### config.mk
export PLATFORM = sky130hd
export DESIGN_NAME = robot_drive_mode_controller_unit
export DESIGN_NICKNAME = d
export VERILOG_FILES = /design/src/sv/rdmc_pkg.sv /design/src/sv/rdmc_front.sv /design/src/sv/rdmc_back.sv /design/src/sv/robot_drive_mode_controller_unit.sv
export VERILOG_INCLUDE_DIRS = /design/src /design/src/sv
export SDC_FILE = /design/constraint.sdc
export NUM_CORES = 1
export LEC_CHECK = 0
export BUFFER_PORTS_ARGS = -buffer_cell sky130_fd_sc_hd__buf_2
export CAP_MARGIN = 20
export CELL_PAD_IN_SITES_DETAIL_PLACEMENT = 1
export CELL_PAD_IN_SITES_GLOBAL_PLACEMENT = 1
export CORE_AREA = 2 2 189 191
export CTS_CLUSTER_DIAMETER = 100
export DETAILED_ROUTE_END_ITERATION = 8
export DIE_AREA = 0 0 191 193
export GPL_TIMING_DRIVEN = 0
export HOLD_SLACK_MARGIN = 0.15
export PLACE_DENSITY_LB_ADDON = 0.1
export SYNTH_ARGS = -nofsm -noshare
export SYNTH_HDL_FRONTEND = slang
export SYNTH_SLANG_ARGS = --single-unit
### constraint.sdc
create_clock -name clk -period 18.48 [get_ports clk]
set_input_delay 1.848 -clock clk [delete_from_list [all_inputs] [get_ports clk]]
set_output_delay 1.848 -clock clk [all_outputs]
set_load 0.01 [all_outputs]
### src/sv/robot_drive_mode_controller_unit_defines.svh
// Assertion macros shared by the drive mode controller RTL.
`ifndef ROBOT_DRIVE_MODE_CONTROLLER_UNIT_DEFINES_SVH
`define ROBOT_DRIVE_MODE_CONTROLLER_UNIT_DEFINES_SVH

// Check that cons holds in the same cycle as ante.
`define RDMC_ASSERT_NOW(label, clk, rst, ante, cons, msg) \
  label: assert property (@(posedge clk) disable iff (rst) (ante) |-> (cons)) \
    else $error(msg);

// Check that cons holds in the cycle after ante.
`define RDMC_ASSERT_NEXT(label, clk, rst, ante, cons, msg) \
  label: assert property (@(posedge clk) disable iff (rst) (ante) |=> (cons)) \
    else $error(msg);

`endif

### src/sv/rdmc_pkg.sv
// Types, codes and constants of the drive mode controller.
package rdmc_pkg;

  // Run modes; the LED code equals the mode code
  localparam logic [1:0] MODE_MANUAL = 2'd0;
  localparam logic [1:0] MODE_AUTO   = 2'd1;
  localparam logic [1:0] MODE_EMERG  = 2'd2;

  // Motion states
  localparam logic [2:0] MOT_STOP  = 3'd0;
  localparam logic [2:0] MOT_FWD   = 3'd1;
  localparam logic [2:0] MOT_BACK  = 3'd2;
  localparam logic [2:0] MOT_LEFT  = 3'd3;
  localparam logic [2:0] MOT_RIGHT = 3'd4;

  // Event kinds
  localparam logic [1:0] FUNC_TICK = 2'd0;
  localparam logic [1:0] FUNC_IR   = 2'd1;
  localparam logic [1:0] FUNC_JOY  = 2'd2;
  localparam logic [1:0] FUNC_LINK = 2'd3;

  // IR and link commands
  localparam logic [3:0] CMD_MANUAL = 4'd0;
  localparam logic [3:0] CMD_AUTO   = 4'd1;
  localparam logic [3:0] CMD_EMERG  = 4'd2;
  localparam logic [3:0] CMD_UP     = 4'd3;
  localparam logic [3:0] CMD_DOWN   = 4'd4;
  localparam logic [3:0] CMD_LEFT   = 4'd5;
  localparam logic [3:0] CMD_RIGHT  = 4'd6;
  localparam logic [3:0] CMD_OK     = 4'd7;
  localparam logic [3:0] CMD_OTHER  = 4'd8;

  // Joystick directions
  localparam logic [2:0] STICK_UP     = 3'd0;
  localparam logic [2:0] STICK_DOWN   = 3'd1;
  localparam logic [2:0] STICK_LEFT   = 3'd2;
  localparam logic [2:0] STICK_RIGHT  = 3'd3;
  localparam logic [2:0] STICK_CENTER = 3'd4;

  // Configuration register indexes
  localparam int CFG_INDEX_W = 2;
  localparam int CFG_DATA_W  = 16;
  localparam logic [CFG_INDEX_W-1:0] CFG_OBSTACLE = 2'd0;
  localparam logic [CFG_INDEX_W-1:0] CFG_BACKOFF  = 2'd1;
  localparam logic [CFG_INDEX_W-1:0] CFG_ALARM    = 2'd2;
  localparam logic [CFG_INDEX_W-1:0] CFG_SPEED    = 2'd3;

  // Configuration reset values
  localparam logic [15:0] OBSTACLE_RST = 16'd20;
  localparam logic [3:0]  BACKOFF_RST  = 4'd2;
  localparam logic [15:0] ALARM_RST    = 16'd100;
  localparam logic [7:0]  SPEED_RST    = 8'd255;

  // Turn length generator
  localparam logic [31:0] LCG_MUL      = 32'd1664525;
  localparam logic [31:0] LCG_INC      = 32'd1013904223;
  localparam logic [31:0] LCG_SEED_RST = 32'd123456789;
  localparam logic [2:0]  TURN_BASE    = 3'd4;
  localparam logic [2:0]  TURN_SAT     = 3'd7;
  localparam logic [3:0]  BACKOFF_SAT  = 4'd15;

  // Servo sweep
  localparam logic [7:0] SERVO_STEP = 8'd5;
  localparam logic [7:0] SERVO_MAX  = 8'd180;

  // Queue depths (at least two)
  localparam int QUEUE_DEPTH_DEF  = 2;
  localparam int RESULT_DEPTH_DEF = 2;

  typedef struct packed {
    logic [1:0]  func;
    logic [15:0] range_mm;
    logic [3:0]  command;
    logic [2:0]  stick_dir;
    logic [7:0]  link_speed;
  } event_t;

  typedef struct packed {
    logic       motor_update;
    logic       left_backward;
    logic       right_backward;
    logic [7:0] left_speed;
    logic [7:0] right_speed;
    logic       led_update;
    logic [1:0] lamp_code;
    logic       alarm_update;
    logic       alarm_active;
    logic       servo_update;
    logic [7:0] servo_angle;
    logic [1:0] mode_now;
  } result_t;

  typedef struct packed {
    logic [15:0] obstacle_threshold_mm;
    logic [3:0]  backoff_ticks;
    logic [15:0] alarm_distance_mm;
    logic [7:0]  drive_speed;
  } cfg_t;

  // Classified event handed from the front to the back
  typedef struct packed {
    logic [1:0] func;
    logic       blocked;
    logic       alarm;
    logic       mode_cmd;
    logic [1:0] mode_code;
    logic [2:0] cmd_motion;
    logic [2:0] stick_motion;
    logic [7:0] link_speed;
  } uop_t;

endpackage

### src/sv/rdmc_front.sv
// Front end: takes event words, classifies them and queues them for the back end.
module rdmc_front #(
  parameter int DEPTH = rdmc_pkg::QUEUE_DEPTH_DEF
) (
  input  logic             clk,
  input  logic             rst,
  input  rdmc_pkg::cfg_t   cfg,
  input  logic             push,
  output logic             full,
  input  rdmc_pkg::event_t evt,
  output logic             uop_valid,
  output rdmc_pkg::uop_t   uop,
  input  logic             uop_pop
);

  localparam int PtrW = $clog2(DEPTH);
  localparam int CntW = $clog2(DEPTH + 1);
  localparam logic [PtrW-1:0] LastPtr = PtrW'(DEPTH - 1);
  localparam logic [CntW-1:0] FullCnt = CntW'(DEPTH);

  rdmc_pkg::uop_t  fifo [DEPTH];
  logic [PtrW-1:0] wr_ptr;
  logic [PtrW-1:0] rd_ptr;
  logic [CntW-1:0] count;
  rdmc_pkg::uop_t  dec;
  logic            do_push;
  logic            do_pop;

  // Classify the incoming word against the configured thresholds
  always_comb begin
    dec.func       = evt.func;
    dec.blocked    = evt.range_mm <= cfg.obstacle_threshold_mm;
    dec.alarm      = evt.range_mm < cfg.alarm_distance_mm;
    dec.mode_cmd   = evt.command <= rdmc_pkg::CMD_EMERG;
    dec.mode_code  = evt.command[1:0];
    dec.link_speed = evt.link_speed;
    unique case (evt.command)
      rdmc_pkg::CMD_UP:    dec.cmd_motion = rdmc_pkg::MOT_FWD;
      rdmc_pkg::CMD_DOWN:  dec.cmd_motion = rdmc_pkg::MOT_BACK;
      rdmc_pkg::CMD_LEFT:  dec.cmd_motion = rdmc_pkg::MOT_LEFT;
      rdmc_pkg::CMD_RIGHT: dec.cmd_motion = rdmc_pkg::MOT_RIGHT;
      default:             dec.cmd_motion = rdmc_pkg::MOT_STOP;
    endcase
    unique case (evt.stick_dir)
      rdmc_pkg::STICK_UP:    dec.stick_motion = rdmc_pkg::MOT_FWD;
      rdmc_pkg::STICK_DOWN:  dec.stick_motion = rdmc_pkg::MOT_BACK;
      rdmc_pkg::STICK_LEFT:  dec.stick_motion = rdmc_pkg::MOT_LEFT;
      rdmc_pkg::STICK_RIGHT: dec.stick_motion = rdmc_pkg::MOT_RIGHT;
      default:               dec.stick_motion = rdmc_pkg::MOT_STOP;
    endcase
  end

  assign full      = (count == FullCnt);
  assign uop_valid = (count != '0);
  assign do_push   = push && !full;
  assign do_pop    = uop_pop && uop_valid;
  assign uop       = fifo[rd_ptr];

  // Store the classified word
  always_ff @(posedge clk) begin
    if (do_push) begin
      fifo[wr_ptr] <= dec;
    end
  end

  // Advance pointers and track fill level
  always_ff @(posedge clk) begin
    if (rst) begin
      wr_ptr <= '0;
      rd_ptr <= '0;
      count  <= '0;
    end else begin
      if (do_push) begin
        wr_ptr <= (wr_ptr == LastPtr) ? '0 : wr_ptr + 1'b1;
      end
      if (do_pop) begin
        rd_ptr <= (rd_ptr == LastPtr) ? '0 : rd_ptr + 1'b1;
      end
      case ({do_push, do_pop})
        2'b10:   count <= count + 1'b1;
        2'b01:   count <= count - 1'b1;
        default: count <= count;
      endcase
    end
  end

endmodule

### src/sv/rdmc_back.sv
// Back end: runs queued events against the drive state and queues result words.
module rdmc_back #(
  parameter int DEPTH = rdmc_pkg::RESULT_DEPTH_DEF
) (
  input  logic              clk,
  input  logic              rst,
  input  rdmc_pkg::cfg_t    cfg,
  input  logic              uop_valid,
  input  rdmc_pkg::uop_t    uop,
  output logic              uop_pop,
  output logic              empty,
  input  logic              pop,
  output rdmc_pkg::result_t res
);

  localparam int PtrW = $clog2(DEPTH);
  localparam int CntW = $clog2(DEPTH + 1);
  localparam logic [PtrW-1:0] LastPtr = PtrW'(DEPTH - 1);
  localparam logic [CntW-1:0] FullCnt = CntW'(DEPTH);

  // Residue modulo 3 by folding digits of bases 2^16, 2^8, 2^4 and 2^2
  function automatic logic [1:0] mod3(input logic [31:0] x);
    logic [16:0] s16;
    logic [9:0]  s8;
    logic [5:0]  s4;
    logic [3:0]  f1;
    logic [2:0]  f2;
    logic [2:0]  f3;
    s16  = {1'b0, x[31:16]} + {1'b0, x[15:0]};
    s8   = {2'b0, s16[15:8]} + {2'b0, s16[7:0]} + {9'b0, s16[16]};
    s4   = {2'b0, s8[7:4]} + {2'b0, s8[3:0]} + {4'b0, s8[9:8]};
    f1   = {2'b0, s4[5:4]} + {2'b0, s4[3:2]} + {2'b0, s4[1:0]};
    f2   = {1'b0, f1[3:2]} + {1'b0, f1[1:0]};
    f3   = {1'b0, f2[1:0]} + {2'b0, f2[2]};
    mod3 = (f3 == 3'd3) ? 2'd0 : f3[1:0];
  endfunction

  // Fill the wheel fields for a motion at a speed
  function automatic rdmc_pkg::result_t drive(input rdmc_pkg::result_t r_in,
                                              input logic [2:0] mot,
                                              input logic [7:0] speed);
    rdmc_pkg::result_t r;
    r                = r_in;
    r.motor_update   = 1'b1;
    r.left_backward  = (mot == rdmc_pkg::MOT_BACK) || (mot == rdmc_pkg::MOT_LEFT);
    r.right_backward = (mot == rdmc_pkg::MOT_BACK) || (mot == rdmc_pkg::MOT_RIGHT);
    r.left_speed     = speed;
    r.right_speed    = speed;
    return r;
  endfunction

  // Drive state
  logic [1:0]  run_mode;
  logic [2:0]  motion;
  logic [3:0]  backoff_count;
  logic [2:0]  turn_count;
  logic [2:0]  turn_length;
  logic [31:0] lcg_seed;
  logic [31:0] lcg_prod;
  logic [7:0]  sweep_angle;
  logic        sweep_rising;

  logic [1:0]  run_mode_next;
  logic [2:0]  motion_next;
  logic [3:0]  backoff_count_next;
  logic [2:0]  turn_count_next;
  logic [2:0]  turn_length_next;
  logic [31:0] lcg_seed_next;
  logic [7:0]  sweep_angle_next;
  logic        sweep_rising_next;

  logic [3:0]  bc_inc;
  logic [2:0]  tc_inc;
  logic [7:0]  angle_step;
  logic        rising_step;
  logic [1:0]  ir_mode;
  rdmc_pkg::result_t r;

  // Result queue
  rdmc_pkg::result_t rfifo [DEPTH];
  logic [PtrW-1:0]   wr_ptr;
  logic [PtrW-1:0]   rd_ptr;
  logic [CntW-1:0]   count;
  logic              rfull;
  logic              exec;
  logic              do_pop;

  assign rfull   = (count == FullCnt);
  assign exec    = uop_valid && !rfull;
  assign uop_pop = exec;
  assign empty   = (count == '0);
  assign do_pop  = pop && !empty;
  assign res     = rfifo[rd_ptr];

  // Precompute the next generator value one step ahead of use
  always_ff @(posedge clk) begin
    lcg_prod <= lcg_seed * rdmc_pkg::LCG_MUL + rdmc_pkg::LCG_INC;
  end

  // Servo sweep step
  always_comb begin
    if (sweep_rising) begin
      angle_step = sweep_angle + rdmc_pkg::SERVO_STEP;
    end else if (sweep_angle >= rdmc_pkg::SERVO_STEP) begin
      angle_step = sweep_angle - rdmc_pkg::SERVO_STEP;
    end else begin
      angle_step = '0;
    end
    rising_step = sweep_rising;
    if (angle_step >= rdmc_pkg::SERVO_MAX) begin
      angle_step  = rdmc_pkg::SERVO_MAX;
      rising_step = 1'b0;
    end else if (angle_step == '0) begin
      rising_step = 1'b1;
    end
  end

  // Execute the head event
  always_comb begin
    run_mode_next      = run_mode;
    motion_next        = motion;
    backoff_count_next = backoff_count;
    turn_count_next    = turn_count;
    turn_length_next   = turn_length;
    lcg_seed_next      = lcg_seed;
    sweep_angle_next   = sweep_angle;
    sweep_rising_next  = sweep_rising;
    ir_mode            = run_mode;
    r                  = '0;
    bc_inc = (backoff_count < rdmc_pkg::BACKOFF_SAT) ? backoff_count + 4'd1 : backoff_count;
    tc_inc = (turn_count < rdmc_pkg::TURN_SAT) ? turn_count + 3'd1 : turn_count;

    unique case (uop.func)
      rdmc_pkg::FUNC_TICK: begin
        // Obstacle avoidance in auto mode
        if (run_mode == rdmc_pkg::MODE_AUTO) begin
          if (motion == rdmc_pkg::MOT_STOP || motion == rdmc_pkg::MOT_FWD) begin
            if (uop.blocked) begin
              backoff_count_next = '0;
              motion_next        = rdmc_pkg::MOT_BACK;
            end else begin
              r = drive(r, rdmc_pkg::MOT_FWD, cfg.drive_speed);
            end
          end else if (motion == rdmc_pkg::MOT_BACK) begin
            r                  = drive(r, rdmc_pkg::MOT_BACK, cfg.drive_speed);
            backoff_count_next = bc_inc;
            if (bc_inc >= cfg.backoff_ticks) begin
              turn_count_next  = '0;
              lcg_seed_next    = lcg_prod;
              turn_length_next = rdmc_pkg::TURN_BASE + {1'b0, mod3(lcg_prod)};
              motion_next      = rdmc_pkg::MOT_LEFT;
            end
          end else if (motion == rdmc_pkg::MOT_LEFT) begin
            r               = drive(r, rdmc_pkg::MOT_LEFT, cfg.drive_speed);
            turn_count_next = tc_inc;
            if (tc_inc >= turn_length) begin
              motion_next = rdmc_pkg::MOT_FWD;
            end
          end else begin
            r = drive(r, rdmc_pkg::MOT_STOP, 8'd0);
          end
        end
        r.alarm_update = 1'b1;
        r.alarm_active = uop.alarm;
        // Sweep the servo unless stopped by emergency
        if (run_mode != rdmc_pkg::MODE_EMERG) begin
          sweep_angle_next  = angle_step;
          sweep_rising_next = rising_step;
          r.servo_update    = 1'b1;
        end
      end
      rdmc_pkg::FUNC_IR: begin
        if (uop.mode_cmd) begin
          ir_mode      = uop.mode_code;
          r.led_update = 1'b1;
          r.lamp_code  = uop.mode_code;
          r            = drive(r, rdmc_pkg::MOT_STOP, 8'd0);
          motion_next  = rdmc_pkg::MOT_STOP;
        end
        run_mode_next = ir_mode;
        if (ir_mode == rdmc_pkg::MODE_MANUAL) begin
          motion_next = uop.cmd_motion;
          r = drive(r, uop.cmd_motion,
                    (uop.cmd_motion == rdmc_pkg::MOT_STOP) ? 8'd0 : cfg.drive_speed);
        end
      end
      rdmc_pkg::FUNC_JOY: begin
        if (run_mode == rdmc_pkg::MODE_MANUAL) begin
          motion_next = uop.stick_motion;
        end
        r = drive(r, motion_next, cfg.drive_speed);
      end
      default: begin
        // Link command: steer only, no state change
        r = drive(r, uop.cmd_motion,
                  (uop.cmd_motion == rdmc_pkg::MOT_STOP) ? 8'd0 : uop.link_speed);
      end
    endcase

    r.servo_angle = sweep_angle_next;
    r.mode_now    = run_mode_next;
  end

  // Commit state when an event runs
  always_ff @(posedge clk) begin
    if (rst) begin
      run_mode      <= rdmc_pkg::MODE_MANUAL;
      motion        <= rdmc_pkg::MOT_STOP;
      backoff_count <= '0;
      turn_count    <= '0;
      turn_length   <= '0;
      lcg_seed      <= rdmc_pkg::LCG_SEED_RST;
      sweep_angle   <= '0;
      sweep_rising  <= 1'b1;
    end else if (exec) begin
      run_mode      <= run_mode_next;
      motion        <= motion_next;
      backoff_count <= backoff_count_next;
      turn_count    <= turn_count_next;
      turn_length   <= turn_length_next;
      lcg_seed      <= lcg_seed_next;
      sweep_angle   <= sweep_angle_next;
      sweep_rising  <= sweep_rising_next;
    end
  end

  // Store the result word
  always_ff @(posedge clk) begin
    if (exec) begin
      rfifo[wr_ptr] <= r;
    end
  end

  // Advance result queue pointers
  always_ff @(posedge clk) begin
    if (rst) begin
      wr_ptr <= '0;
      rd_ptr <= '0;
      count  <= '0;
    end else begin
      if (exec) begin
        wr_ptr <= (wr_ptr == LastPtr) ? '0 : wr_ptr + 1'b1;
      end
      if (do_pop) begin
        rd_ptr <= (rd_ptr == LastPtr) ? '0 : rd_ptr + 1'b1;
      end
      case ({exec, do_pop})
        2'b10:   count <= count + 1'b1;
        2'b01:   count <= count - 1'b1;
        default: count <= count;
      endcase
    end
  end

endmodule

### src/sv/robot_drive_mode_controller_unit.sv
// Top level of the drive mode controller: configuration registers, front and back ends.
//
//   channel   handshake             payload
//   event     push / full           evt  (rdmc_pkg::event_t)
//   result    empty / pop           res  (rdmc_pkg::result_t)
//   config    cfg_valid/cfg_ready   cfg_index, cfg_data
//
// One event word per cycle sustained while the result side keeps popping; a pushed word
// waits in the event queue, is executed from its head and its result word is written to
// the result queue to be popped. The back end's per-event state update sets this rate.
// Synchronous reset restores modes, counters, seed and sweep; no clearing pass.
// A stalled result side fills the result queue, then the event queue, then raises full.
// Configuration writes are taken every cycle.
`include "robot_drive_mode_controller_unit_defines.svh"

module robot_drive_mode_controller_unit #(
  parameter int QUEUE_DEPTH  = rdmc_pkg::QUEUE_DEPTH_DEF,
  parameter int RESULT_DEPTH = rdmc_pkg::RESULT_DEPTH_DEF
) (
  input  logic                                clk,
  input  logic                                rst,
  input  logic                                push,
  output logic                                full,
  input  rdmc_pkg::event_t                    evt,
  output logic                                empty,
  input  logic                                pop,
  output rdmc_pkg::result_t                   res,
  input  logic                                cfg_valid,
  output logic                                cfg_ready,
  input  logic [rdmc_pkg::CFG_INDEX_W-1:0]    cfg_index,
  input  logic [rdmc_pkg::CFG_DATA_W-1:0]     cfg_data
);

  rdmc_pkg::cfg_t cfg;
  rdmc_pkg::uop_t uop;
  logic           uop_valid;
  logic           uop_pop;

  assign cfg_ready = 1'b1;

  // Write configuration registers
  always_ff @(posedge clk) begin
    if (rst) begin
      cfg.obstacle_threshold_mm <= rdmc_pkg::OBSTACLE_RST;
      cfg.backoff_ticks         <= rdmc_pkg::BACKOFF_RST;
      cfg.alarm_distance_mm     <= rdmc_pkg::ALARM_RST;
      cfg.drive_speed           <= rdmc_pkg::SPEED_RST;
    end else if (cfg_valid && cfg_ready) begin
      unique case (cfg_index)
        rdmc_pkg::CFG_OBSTACLE: cfg.obstacle_threshold_mm <= cfg_data;
        rdmc_pkg::CFG_BACKOFF:  cfg.backoff_ticks         <= cfg_data[3:0];
        rdmc_pkg::CFG_ALARM:    cfg.alarm_distance_mm     <= cfg_data;
        default:                cfg.drive_speed           <= cfg_data[7:0];
      endcase
    end
  end

  rdmc_front #(
    .DEPTH (QUEUE_DEPTH)
  ) u_front (
    .clk       (clk),
    .rst       (rst),
    .cfg       (cfg),
    .push      (push),
    .full      (full),
    .evt       (evt),
    .uop_valid (uop_valid),
    .uop       (uop),
    .uop_pop   (uop_pop)
  );

  rdmc_back #(
    .DEPTH (RESULT_DEPTH)
  ) u_back (
    .clk       (clk),
    .rst       (rst),
    .cfg       (cfg),
    .uop_valid (uop_valid),
    .uop       (uop),
    .uop_pop   (uop_pop),
    .empty     (empty),
    .pop       (pop),
    .res       (res)
  );

  // An accepted word is held in one of the two queues on the next cycle
  `RDMC_ASSERT_NEXT(a_word_held, clk, rst, push && !full, uop_valid || !empty, "event word lost")
  // A mode change reports the same code on the LED and the mode field
  `RDMC_ASSERT_NOW(a_lamp_code, clk, rst, !empty && res.led_update, res.lamp_code == res.mode_now, "LED code differs from mode")
  // The sweep never leaves its range
  `RDMC_ASSERT_NOW(a_servo_range, clk, rst, !empty, res.servo_angle <= rdmc_pkg::SERVO_MAX, "servo angle out of range")

endmodule
Word-level counts from Yosys, hierarchy flattened
Memory sizes are Yosys's and may differ from the RTL's. A register that Yosys moved wholly into a read port is not among the register bits.
Cells that the tools add are included.
Widths: inputs -> output; s select.
{ "totals": {"memories": 2, "output_inout_bits": 38, "inputBits": 56, "ff_bits": 140, "ram_bits": 112} }
{ "mem_list": {"columns": ["memory", "words", "width", "rd", "rd_clocked_by_memory_dff", "write_ports", "line", "rtl"], "rows": [
  ["u_back.rfifo", 2, 35, 1, 1, 1, "rdmc_back.sv:80", "rdmc_pkg::result_t rfifo [DEPTH];"],
  ["u_front.fifo", 2, 21, 1, 1, 1, "rdmc_front.sv:21", "rdmc_pkg::uop_t fifo [DEPTH];"]
]} }
{ "op_classes": {"magnitude_cmp": 9, "mux": 58, "addsub": 23, "n_eq_ne": 37, "reduce_logical": 38, "n_bitwise": 2, "mul": 1} }
{ "ops": {"columns": ["operator", "n"], "rows": [
  ["$mux 35", 6],
  ["$pmux 35 s3", 1],
  ["$mux 8", 7],
  ["$mux 3", 15],
  ["$mux 34", 1],
  ["$add 32x30->32 const B", 1],
  ["$mul 32x21->32 const B", 1],
  ["$eq 3x2->1 const B", 9],
  ["$pmux 3 s4", 2],
  ["$add 16x16->17", 1],
  ["$le 16x16->1", 1],
  ["$lt 16x16->1", 1],
  ["$mux 4", 4],
  ["$mux 1", 15],
  ["$eq 2x2->1 const B", 6],
  ["$eq 4x3->1 const B", 3],
  ["$reduce_and 6->1", 2],
  ["$reduce_bool 2->1", 6],
  ["$add 10x1->10", 1],
  ["$eq 2x1->1 const B", 5],
  ["$logic_not 2->1", 5],
  ["$add 8x8->9", 1],
  ["$logic_not 3->1", 3],
  ["$pmux 3 s3", 1],
  ["other kinds (42)", 70]
]} }

Logic depth before layout (Yosys ltp)
Gate-level depths: netlist of run 1.
{ "depth": {"word_depth": 12, "mapped_depth": 39, "mapped_depth_nobuf": 39} }

Hierarchy
A second synthesis of run 1 with hierarchy kept.
{ "hier_totals": {"hier_cells": 1825, "area_unflattened_um2": 18694.2} }
{ "modules_own_cells": {"columns": ["mod", "cells_per_inst", "area_each_um2", "n_inst"], "rows": [
  ["rdmc_back", 1442, 14307.5, 1],
  ["rdmc_front", 204, 2551.2, 1],
  ["robot_drive_mode_controller_unit", 179, 1835.5, 1]
]} }

Worst setup path after synthesis of run 1
OpenSTA, ideal clock, no wires.
{ "synth_path": {"kind": "register to register", "startpoint": "register u_back.lcg_prod[0]", "endpoint": "register u_back.turn_length[0]", "arrival_ns": 6.870, "path_slack_ns": 11.540, "path_stages_with_launch": 37, "required_ns": 18.410, "cell_sequence": "dfxtp_1 ha_1 inv_1 fa_1 nor2b_1 o31a_1 o211ai_1 nand2_1 a21oi_1 xnor2_1 ha_1 fa_1 a21oi_1 nor2_1 nor2_1 o21bai_1 a21oi_1 xnor2_1 or3_1 or3_1 fa_1 nor2_1 nand2_1 xor2_1 ha_1 inv_1 fa_1 fa_1 xor2_1 ha_1 inv_1 fa_1 inv_1 ha_1 nand2b_1 nand3_1 a21oi_1"} }
{ "synth_between": {"elab_chain_cells": 12} }
{ "synth_lines": {"columns": ["item", "line", "rtl"], "rows": [
  ["start: declaration", "rdmc_back.sv:59", "logic [31:0] lcg_prod;"],
  ["start signal: assignment", "rdmc_back.sv:97", "lcg_prod <= lcg_seed * rdmc_pkg::LCG_MUL + rdmc_pkg::LCG_INC;"],
  ["$add 16x16->17 *", "rdmc_back.sv:29", "s16 = {1'b0, x[31:16]} + {1'b0, x[15:0]};"],
  ["$add 8x8->9", "rdmc_back.sv:30", "s8 = {2'b0, s16[15:8]} + {2'b0, s16[7:0]} + {9'b0, s16[16]};"],
  ["$add 10x1->10 *", "rdmc_back.sv:30", null],
  ["$add 4x4->5", "rdmc_back.sv:31", "s4 = {2'b0, s8[7:4]} + {2'b0, s8[3:0]} + {4'b0, s8[9:8]};"],
  ["$add 6x2->6 *", "rdmc_back.sv:31", null],
  ["$add 2x2->3", "rdmc_back.sv:32", "f1 = {2'b0, s4[5:4]} + {2'b0, s4[3:2]} + {2'b0, s4[1:0]};"],
  ["$add 4x2->4 *", "rdmc_back.sv:32", null],
  ["$add 2x2->3 *", "rdmc_back.sv:33", "f2 = {1'b0, f1[3:2]} + {1'b0, f1[1:0]};"],
  ["$add 2x1->3 *", "rdmc_back.sv:34", "f3 = {1'b0, f2[1:0]} + {2'b0, f2[2]};"],
  ["$eq 3x2->1", "rdmc_back.sv:35", "mod3 = (f3 == 3'd3) ? 2'd0 : f3[1:0];"],
  ["$mux 2 *", "rdmc_back.sv:35", null],
  ["$add 3x2->3 *", "rdmc_back.sv:150", "turn_length_next = rdmc_pkg::TURN_BASE + {1'b0, mod3(lcg_prod)};"],
  ["end signal: assignment", "rdmc_back.sv:220", "turn_length <= turn_length_next;"],
  ["end: declaration", "rdmc_back.sv:57", "logic [2:0] turn_length;"]
]} }
Mark *: on every way between the ends. The rest lies on a longest branch, timed or not.
A chain may end at the register's enable or synchronous reset.

Final worst setup path of run 1
{ "layout_path": {"startpoint": "register u_back.lcg_prod[19]", "endpoint": "register u_back.turn_length[0]"} }
The elaborated chain is that of the path after synthesis.

==> results of run 1 <==
## metrics by stage
| step | util | area, um2 |
|---|---|---|
| after floorplan | - | 18510 |
| after global placement | 0.5590 | 19540 |
| after detailed placement | 0.5617 | 19640 |
| after CTS | 0.5849 | 20450 |
| after global routing | 0.5854 | 20470 |
| final | 0.5854 | 20470 |
## cells by family after synthesis
group	synth area share
simple gates	0.1073
fa+ha+maj	0.3242
buf+inv	0.07171
compound gates	0.1081
flops	0.3093
xor+xnor	0.04447
mux	0.03467
other cells	0.0002026
## placed cells by master, fill, tap and decap left out, types with 15 or more instances in the layout
cell type / n
sky130_fd_sc_hd__a21o_1: 16
sky130_fd_sc_hd__a21oi_1: 117
sky130_fd_sc_hd__buf_2: 93
sky130_fd_sc_hd__clkbuf_1: 49
sky130_fd_sc_hd__clkbuf_16: 27
sky130_fd_sc_hd__dfxtp_1: 142
sky130_fd_sc_hd__edfxtp_1: 96
sky130_fd_sc_hd__fa_1: 146
sky130_fd_sc_hd__ha_1: 246
sky130_fd_sc_hd__inv_1: 285
sky130_fd_sc_hd__mux2_2: 33
sky130_fd_sc_hd__mux2i_1: 27
sky130_fd_sc_hd__nand2_1: 203
sky130_fd_sc_hd__nand2b_1: 18
sky130_fd_sc_hd__nand3_1: 36
sky130_fd_sc_hd__nor2_1: 89
sky130_fd_sc_hd__nor2b_1: 15
sky130_fd_sc_hd__nor3_1: 22
sky130_fd_sc_hd__o211ai_1: 21
sky130_fd_sc_hd__o21a_1: 18
sky130_fd_sc_hd__o21ai_0: 50
sky130_fd_sc_hd__xnor2_1: 69
sky130_fd_sc_hd__xor2_1: 25
## critical path, delay by kind of cell (launching register included)
| family | cells | cell delay, ns |
|---|---|---|
| simple gates | 9 | 1.45 |
| buf+inv | 4 | 0.25 |
| compound gates | 7 | 1.79 |
| flops | 1 | 0.51 |
| xor+xnor | 4 | 0.68 |
| fa+ha+maj | 9 | 3.15 |
## how the worst min path moves through the flow
stage	from	to	slack (ns)	cells past startpoint
6_report	cfg[34]$_SDFFE_PP0P_	cfg[34]$_SDFFE_PP0P_	0.46	2
5_1_grt	u_back.lcg_prod[12]$_DFF_P_	u_back.lcg_seed[12]$_SDFFE_PP0P_	0.48	2
4_1_cts	cfg[34]$_SDFFE_PP0P_	cfg[34]$_SDFFE_PP0P_	0.46	2
3_5_place_dp	cfg[34]$_SDFFE_PP0P_	cfg[34]$_SDFFE_PP0P_	0.45	2
3_3_place_gp	cfg[35]$_SDFFE_PP0P_	cfg[35]$_SDFFE_PP0P_	0.44	2
2_1_floorplan	u_back.turn_length[1]$_SDFFE_PP0P_	u_back.turn_length[1]$_SDFFE_PP0P_	0.43	2
## layer usage
| metal | vias to the layer above | share of wire | global-route usage |
|---|---|---|---|
| met1 | 6809 | 0.40 | 0.3358 |
| met4 | 0 | 0.047 | 0.1205 |
| met3 | 99 | 0.041 | 0.03222 |
| met5 | - | 0 | 0 |
| met2 | 285 | 0.51 | 0.5170 |
| li1 | 6555 | - | - |
## power groups by stage
stage          Clock, uW  Combinational (uW)  Sequential (uW)
3_3_place_gp           0                 522              683
3_5_place_dp           0                 559              689
5_1_grt              532                 627              685
6_report             502                 560              677
4_1_cts              512                 567              679
2_1_floorplan          0                 382              676
## flip-flops by register name, summed over array words and instances (netlist names), 2 cells and up, named ones only
register,count
u_back.rfifo,54
cfg,44
u_front.fifo,42
u_back.lcg_prod,32
u_back.lcg_seed,32
u_back.sweep_angle,8
u_back.backoff_count,4
u_back.motion,3
u_back.turn_count,3
u_back.turn_length,3
u_back.count,2
u_back.run_mode,2
u_front.count,2
## cell type report
class / instances / area [um2]
diodes: 1 / 2.502
multi-input cells: 1306 / 11470
flip-flops and latches: 238 / 5725
clock inverters: 14 / 108.9
clock buffers: 34 / 701.9
inverters: 287 / 1077
fillers: 3989 / 14500
well taps: 461 / 576.8
repair buffers: 96 / 560.5
plain buffers: 55 / 250.2
==> reports/metrics.cfg, run 1 <==
[routing]
initial_drt_pass_iterations = 4
route.detailed.vias_per_inst = 5.517
detail_route.wirelength_um = 50810
routedWlPerCell_um = 20.39
post-route-drc-count = 0
drtAntennaViolNets = 0
drt_iter0_markers = 553
vias = 13750

[clocking]
cts_buffers = 27
post_cts_resize_count = 0
cts_num_sinks = 238
cts_post_setup_buffers_inserted = 0
cts-root-to-sink-buffers = 3
clkLatencyLatePin_ns = 0.54
clock_tree.root_cell = sky130_fd_sc_hd__clkbuf_16
cts_tree = built
clock_tree.htree_level_count = 1
hold_buffers = 0
path_clk_slew_ns = 0.06

[power]
standby_leakage_power_uw = 0.009070
vdd_ir_drop_max_uv = 83.13
power-per-cell-area_nw_per_um2 = 84.98
total_switching_power_uw = 574.3
power.total_uw = 1739
swShare = 0.3302
internal_power_uw = 1165
power.combinational.fraction = 0.322
p_seq_frac = 0.389
clock_power_share = 0.288

[synth]
synth_nets = 2334
synth_area_per_cell_um2 = 9.815
ys_async_sr_fraction = 0
ys_seq_elements = 238
yosys-top-cells-count = sky130_fd_sc_hd__inv_1 (285), sky130_fd_sc_hd__ha_1 (246), sky130_fd_sc_hd__nand2_1 (203), sky130_fd_sc_hd__fa_1 (146), sky130_fd_sc_hd__dfxtp_1 (142)
synthDistinctLibCells = 73
synth_largest_type_area_fraction = 0.1663
synth_enable_flop_cells = 96
register_area_share_after_synthesis = 0.3093
post_synth_main_area_contributors = sky130_fd_sc_hd__ha_1 (17%), sky130_fd_sc_hd__fa_1 (16%), sky130_fd_sc_hd__edfxtp_1 (16%)
ys.warnings.count = 0
synthesis.area_um2 = 18510
post-synth-top-area-cell = sky130_fd_sc_hd__ha_1
postSynth.topFlopCell = sky130_fd_sc_hd__dfxtp_1
netlist_instances = 1886
synth_most_common_cell = sky130_fd_sc_hd__inv_1

[sta]
finalHoldViolations = 0
clock.fmax_mhz = 126.2
timing.final.max_slew_violations = 0
skew_ns = 0.02222
worst_hold_slack_ns = 0.4562
final.period_utilization = 0.4288
tns_ns = 0
final-setup-viol-count = 0
fin_crit_ns = 7.925
max_slew.worst_pin.slew_ns = 0.9330
timing.final.ws_setup_ns = 10.56
rsz0062_at_grt = false
timing.slew.headroom = 0.3727

[outcome]
run_status = completed

[placement]
port-buffer-count = 91
post-dp-hpwl_um = 41680
cells_after_dpl = 2442
place.gp.congestion = 0.9155
pre_cts_slack_ns = 10.58

[floorplan]
dieHeight_um = 193
design.portCount = 94
die_width_um = 191
placeable_core_region_um2 = 34960
rows = 69
start_util = 0.5294
dieArea_um2 = 36860

[critical_path]
timing.critical_path.arrival_ns = 8.38
worstPathMaxFanout = 4
most_prevalent_standard_cell_on_the_critical_path = sky130_fd_sc_hd__ha_1
regToRegEndpoint = u_back.turn_length[0]$_SDFFE_PP0P_
setup.worst_path.class = flip-flop to flip-flop
critical_path.reg2reg.startpoint = u_back.lcg_prod[19]$_DFF_P_
r2r_cells = 33
crit_path_end = u_back.turn_length[0]$_SDFFE_PP0P_
critPathSlowestCell = sky130_fd_sc_hd__o41ai_1
start_kind = flip-flop
timing.reg2reg.setup_slack_ns = 10.56
crit_path_end_kind = flip-flop
setup.worst_path.start = u_back.lcg_prod[19]$_DFF_P_
worst-endpoint-required_ns = 18.93
max_stage_delay_ns = 0.60

[final_layout]
final_layout_size_suffix_gt1_frac = 0.09852
areaGrowthSynthToFinish_pct = 10.58
finalNetCount = 2459
fin_cells = 2492

[global_route]
grt_first_pass_wirelength_um = 79700
pin_count_of_the_biggest_net_entering_global_routing = 22
grt_pass1_vias = 14790
antenna_found_initial = 0
globalRouteTotalUtil = 0.2825
grt_overflow_total = 0

[job]
drv_cap = 0

[min_path]
hp-class = flip-flop to flip-flop

Note: power is estimated with default switching activity, not from simulation.
==> run 2: changes to the inputs <==
--- a/config.mk
+++ b/config.mk
@@ -6,14 +6,15 @@
 export SDC_FILE = /design/constraint.sdc
 export NUM_CORES = 1
 export LEC_CHECK = 0
+export ABC_AREA = 1
 export BUFFER_PORTS_ARGS = -buffer_cell sky130_fd_sc_hd__buf_2
 export CAP_MARGIN = 20
 export CELL_PAD_IN_SITES_DETAIL_PLACEMENT = 1
 export CELL_PAD_IN_SITES_GLOBAL_PLACEMENT = 1
-export CORE_AREA = 2 2 189 191
+export CORE_AREA = 2 2 201 203
 export CTS_CLUSTER_DIAMETER = 100
 export DETAILED_ROUTE_END_ITERATION = 8
-export DIE_AREA = 0 0 191 193
+export DIE_AREA = 0 0 203 205
 export GPL_TIMING_DRIVEN = 0
 export HOLD_SLACK_MARGIN = 0.15
 export PLACE_DENSITY_LB_ADDON = 0.1
==> constraint.sdc (replaced) <==
create_clock -name clk -period 7.95 [get_ports clk]
set_input_delay 0.795 -clock clk [delete_from_list [all_inputs] [get_ports clk]]
set_output_delay 0.795 -clock clk [all_outputs]
set_load 0.01 [all_outputs]
==> run 2 against run 1 <==
Net effect: combinational power grew to 11 times the previous value; hold slack worse by 0.017 ns; count of clock-buffer cells in the layout down 1; clock skew shrank 0.0018 ns; first-iteration DRC count up 18%; sequential share of layout area fell by 0.92 points; fmax rose by 5.6%; total power increased to 5.2 times the previous value; critical path depth increased by 5.
==> reports/metrics.cfg, run 2 <==
[critical_path]
worst-endpoint-required_ns = 8.39  ; was 18.93 ns
cp_num_buf_inv = 8  ; was 4
setup.worst_path.class = flip-flop to flip-flop  ; unchanged
timing.critical_path.max_delay_family = adder cells  ; unchanged
timing.critical_path.arrival_ns = 7.95  ; was 8.38 ns
critPathSlowestCell = sky130_fd_sc_hd__fa_1  ; was sky130_fd_sc_hd__o41ai_1
max_stage_delay_ns = 0.55  ; was 0.60 ns
start_kind = flip-flop  ; unchanged
most_prevalent_standard_cell_on_the_critical_path = sky130_fd_sc_hd__inv_1  ; was sky130_fd_sc_hd__ha_1
worstPathMaxFanout = 6  ; was 4
crit_path_end_kind = flip-flop  ; unchanged

[final_layout]
largest_reg_flops = 54  ; unchanged
layout.cell_area.non_filler_um2 = 21170  ; was 20470 um2
regArea_um2 = 5727  ; was 5725 um2
areaGrowthSynthToFinish_pct = 10.88  ; was 10.58%
antenna-diode-count = 0  ; was 1
final_layout_size_suffix_gt1_frac = 0.1131  ; was 0.09852
most_common_cell_after_layout_fill_and_taps_aside = sky130_fd_sc_hd__inv_1  ; unchanged
most_used_cells_in_the_layout_excluding_fill_and_tap_cells = sky130_fd_sc_hd__inv_1 (404), sky130_fd_sc_hd__nand2_1 (269), sky130_fd_sc_hd__ha_1 (243)  ; was sky130_fd_sc_hd__inv_1 (285), sky130_fd_sc_hd__ha_1 (246), sky130_fd_sc_hd__nand2_1 (203)
top_register = u_back.rfifo  ; unchanged
filler_cell_count = 4660  ; was 3989
multi_input_area_um2 = 11570  ; was 11470 um2
largestRegisters = u_back.rfifo x54, cfg x44, u_front.fifo x42  ; unchanged
finalNetCount = 2703  ; was 2459

[power]
standby_leakage_power_uw = 0.01012  ; was 0.009070 uW
power-per-cell-area_nw_per_um2 = 424.6  ; was 84.98 nW/um2
vdd_ir_drop_max_uv = 987.3  ; was 83.13 uV

[routing]
drtAntennaViolNets = 0  ; unchanged
vias = 14870  ; was 13750
routedWlPerCell_um = 20.30  ; was 20.39 um
post-route-drc-count = 0  ; unchanged
detail_route.wirelength_um = 56810  ; was 50810 um
drt_iter0_markers = 651  ; was 553
route.detailed.vias_per_inst = 5.316  ; was 5.517
initial_drt_pass_iterations = 5  ; was 4

[synth]
yosys-top-cells-count = sky130_fd_sc_hd__inv_1 (404), sky130_fd_sc_hd__nand2_1 (270), sky130_fd_sc_hd__ha_1 (246), sky130_fd_sc_hd__nor2_1 (147), sky130_fd_sc_hd__fa_1 (146)  ; was sky130_fd_sc_hd__inv_1 (285), sky130_fd_sc_hd__ha_1 (246), sky130_fd_sc_hd__nand2_1 (203), sky130_fd_sc_hd__fa_1 (146), sky130_fd_sc_hd__dfxtp_1 (142)
post_synth_fa_ha_maj_area_fraction = 0.3143  ; was 0.3242
synth_nets = 2579  ; was 2334
synthesis.area_um2 = 19090  ; was 18510 um2
post-synth-top-area-cell = sky130_fd_sc_hd__ha_1  ; unchanged
ys_seq_elements = 238  ; unchanged
ys.warnings.count = 0  ; unchanged
synth_enable_flop_cells = 96  ; unchanged
yosys.area_share.simple = 0.1341  ; was 0.1073
register_area_share_after_synthesis = 0.2999  ; was 0.3093
synth_largest_type_area_fraction = 0.1612  ; was 0.1663
fraction_of_synthesized_area_in_multiplexers = 0.01593  ; was 0.03467
synth_most_common_cell = sky130_fd_sc_hd__inv_1  ; unchanged
post_synth_main_area_contributors = sky130_fd_sc_hd__ha_1 (16%), sky130_fd_sc_hd__fa_1 (15%), sky130_fd_sc_hd__edfxtp_1 (15%)  ; was sky130_fd_sc_hd__ha_1 (17%), sky130_fd_sc_hd__fa_1 (16%), sky130_fd_sc_hd__edfxtp_1 (16%)
synth_xor_xnor_area_share = 0.03782  ; was 0.04447
synth-compound-area-share = 0.1022  ; was 0.1081
ys_async_sr_fraction = 0  ; unchanged
netlist_instances = 2131  ; was 1886
synth_top_family_by_area = adder cells  ; unchanged
synthDistinctLibCells = 59  ; was 73
synth_area_per_cell_um2 = 8.959  ; was 9.815 um2
postSynth.topFlopCell = sky130_fd_sc_hd__dfxtp_1  ; unchanged

[global_route]
grt_overflow_total = 0  ; unchanged
grt_pass1_vias = 16410  ; was 14790
antenna_found_initial = 2  ; was 0
globalRouteTotalUtil = 0.2797  ; was 0.2825
grt_first_pass_wirelength_um = 89370  ; was 79700 um
pin_count_of_the_biggest_net_entering_global_routing = 19  ; was 22

[clocking]
cts_buffers = 24  ; was 27
clock_tree.root_cell = sky130_fd_sc_hd__clkbuf_16  ; unchanged
hold_buffers = 0  ; unchanged
path_clk_slew_ns = 0.06  ; about the same
cts-root-to-sink-buffers = 3  ; unchanged
cts_tree = built  ; unchanged
clkLatencyLatePin_ns = 0.54  ; about the same
clock_tree.htree_level_count = 1  ; unchanged
cts_num_sinks = 238  ; unchanged

[floorplan]
placeable_core_region_um2 = 39370  ; was 34960 um2
dieArea_um2 = 41620  ; was 36860 um2
design.portCount = 94  ; unchanged
rows = 73  ; was 69
dieHeight_um = 205  ; was 193 um
die_width_um = 203  ; was 191 um
start_util = 0.4850  ; was 0.5294

[sta]
timing.final.max_slew_violations = 0  ; unchanged
max_slew.worst_pin.slew_ns = 0.7648  ; was 0.9330 ns
timing.slew.headroom = 0.4862  ; was 0.3727
skew_ns = 0.02038  ; was 0.02222 ns
final-setup-viol-count = 0  ; unchanged
clock.fmax_mhz = 133.3  ; was 126.2 MHz
fin_crit_ns = 7.504  ; was 7.925 ns
finalHoldViolations = 0  ; unchanged
final.period_utilization = 0.9439  ; was 0.4288
worst_hold_slack_ns = 0.4387  ; was 0.4562 ns
tns_ns = 0  ; unchanged

[outcome]
run_status = completed  ; unchanged

[placement]
post-dp-hpwl_um = 47660  ; was 41680 um
place.gp.congestion = 0.9899  ; was 0.9155
placement.cell_area_um2 = 20290  ; was 19640 um2
port-buffer-count = 92  ; was 91

[min_path]
hp-class = input pin to flip-flop  ; was flip-flop to flip-flop

[job]
drv_cap = 0  ; unchanged

## run 2: path summary, 6_finish.rpt
kind	from	end	slack, ns	depth (start not counted)
min reg2reg	cfg[9]$_SDFFE_PP0P_	cfg[9]$_SDFFE_PP0P_	0.46	2
min	evt[7]	u_front.fifo[0][7]$_DFFE_PP_	0.44	1
max reg2reg	u_back.lcg_prod[16]$_DFF_P_	u_back.turn_length[1]$_SDFFE_PP0P_	0.45	38
max	u_back.lcg_prod[16]$_DFF_P_	u_back.turn_length[1]$_SDFFE_PP0P_	0.45	38
## run 2: area by class of cell
class	count	share of cell area
clock buffers	33	0.03186
clock inverters	11	0.007861
repair buffers	98	0.02589
flip-flops and latches	238	0.2705
multi-input cells	1431	0.5466
well taps	525	0.03103
plain buffers	45	0.01224
inverters	417	0.07394
## run 2: routing by layer
| layer | GRT usage | up-vias | share of wire |
|---|---|---|---|
| met5 | 0 | - | 0.00023 |
| li1 | - | 7164 | - |
| met2 | 0.5385 | 224 | 0.53 |
| met4 | 0.1105 | 2 | 0.042 |
| met3 | 0.02132 | 114 | 0.024 |
| met1 | 0.3196 | 7370 | 0.40 |
## run 2: cells by family (layout without fill, tap and decap cells)
family	Yosys count	in the layout
AO/OA/AOI/OAI	342	342
XOR/XNOR	80	80
adder cells (fa/ha/maj)	392	392
buffers and inverters	462	604
flip-flops	238	238
multiplexers	27	27
other	1	1
AND/OR/NAND/NOR	589	589
## run 2: metrics by stage
stage,util,instances,total power [uW],setup WS [ns]
after detailed placement,0.5154,2752,7738,0.1004
after global routing,0.5377,2798,9808,-0.01206
after global placement,0.5133,2748,7420,0.4117
after floorplan,-,2131,6417,1.026
after CTS,0.5368,2796,8996,0.01965
final,0.5377,2798,8989,0.4456
## run 2: timing repair
action / 4_1_cts / 5_1_grt
buffers inserted: 0 / 2
resized for setup: 0 / 8
setup endpoints to repair: 0 / 2
## run 2: where the power goes
group / switching [uW] / total [uW] / internal [uW] / leakage [uW]
logic: 3620 / 6140 / 2530 / 0.00764
clock network: 490 / 1210 / 725 / 0.000417
registers: 95.9 / 1630 / 1530 / 0.00206
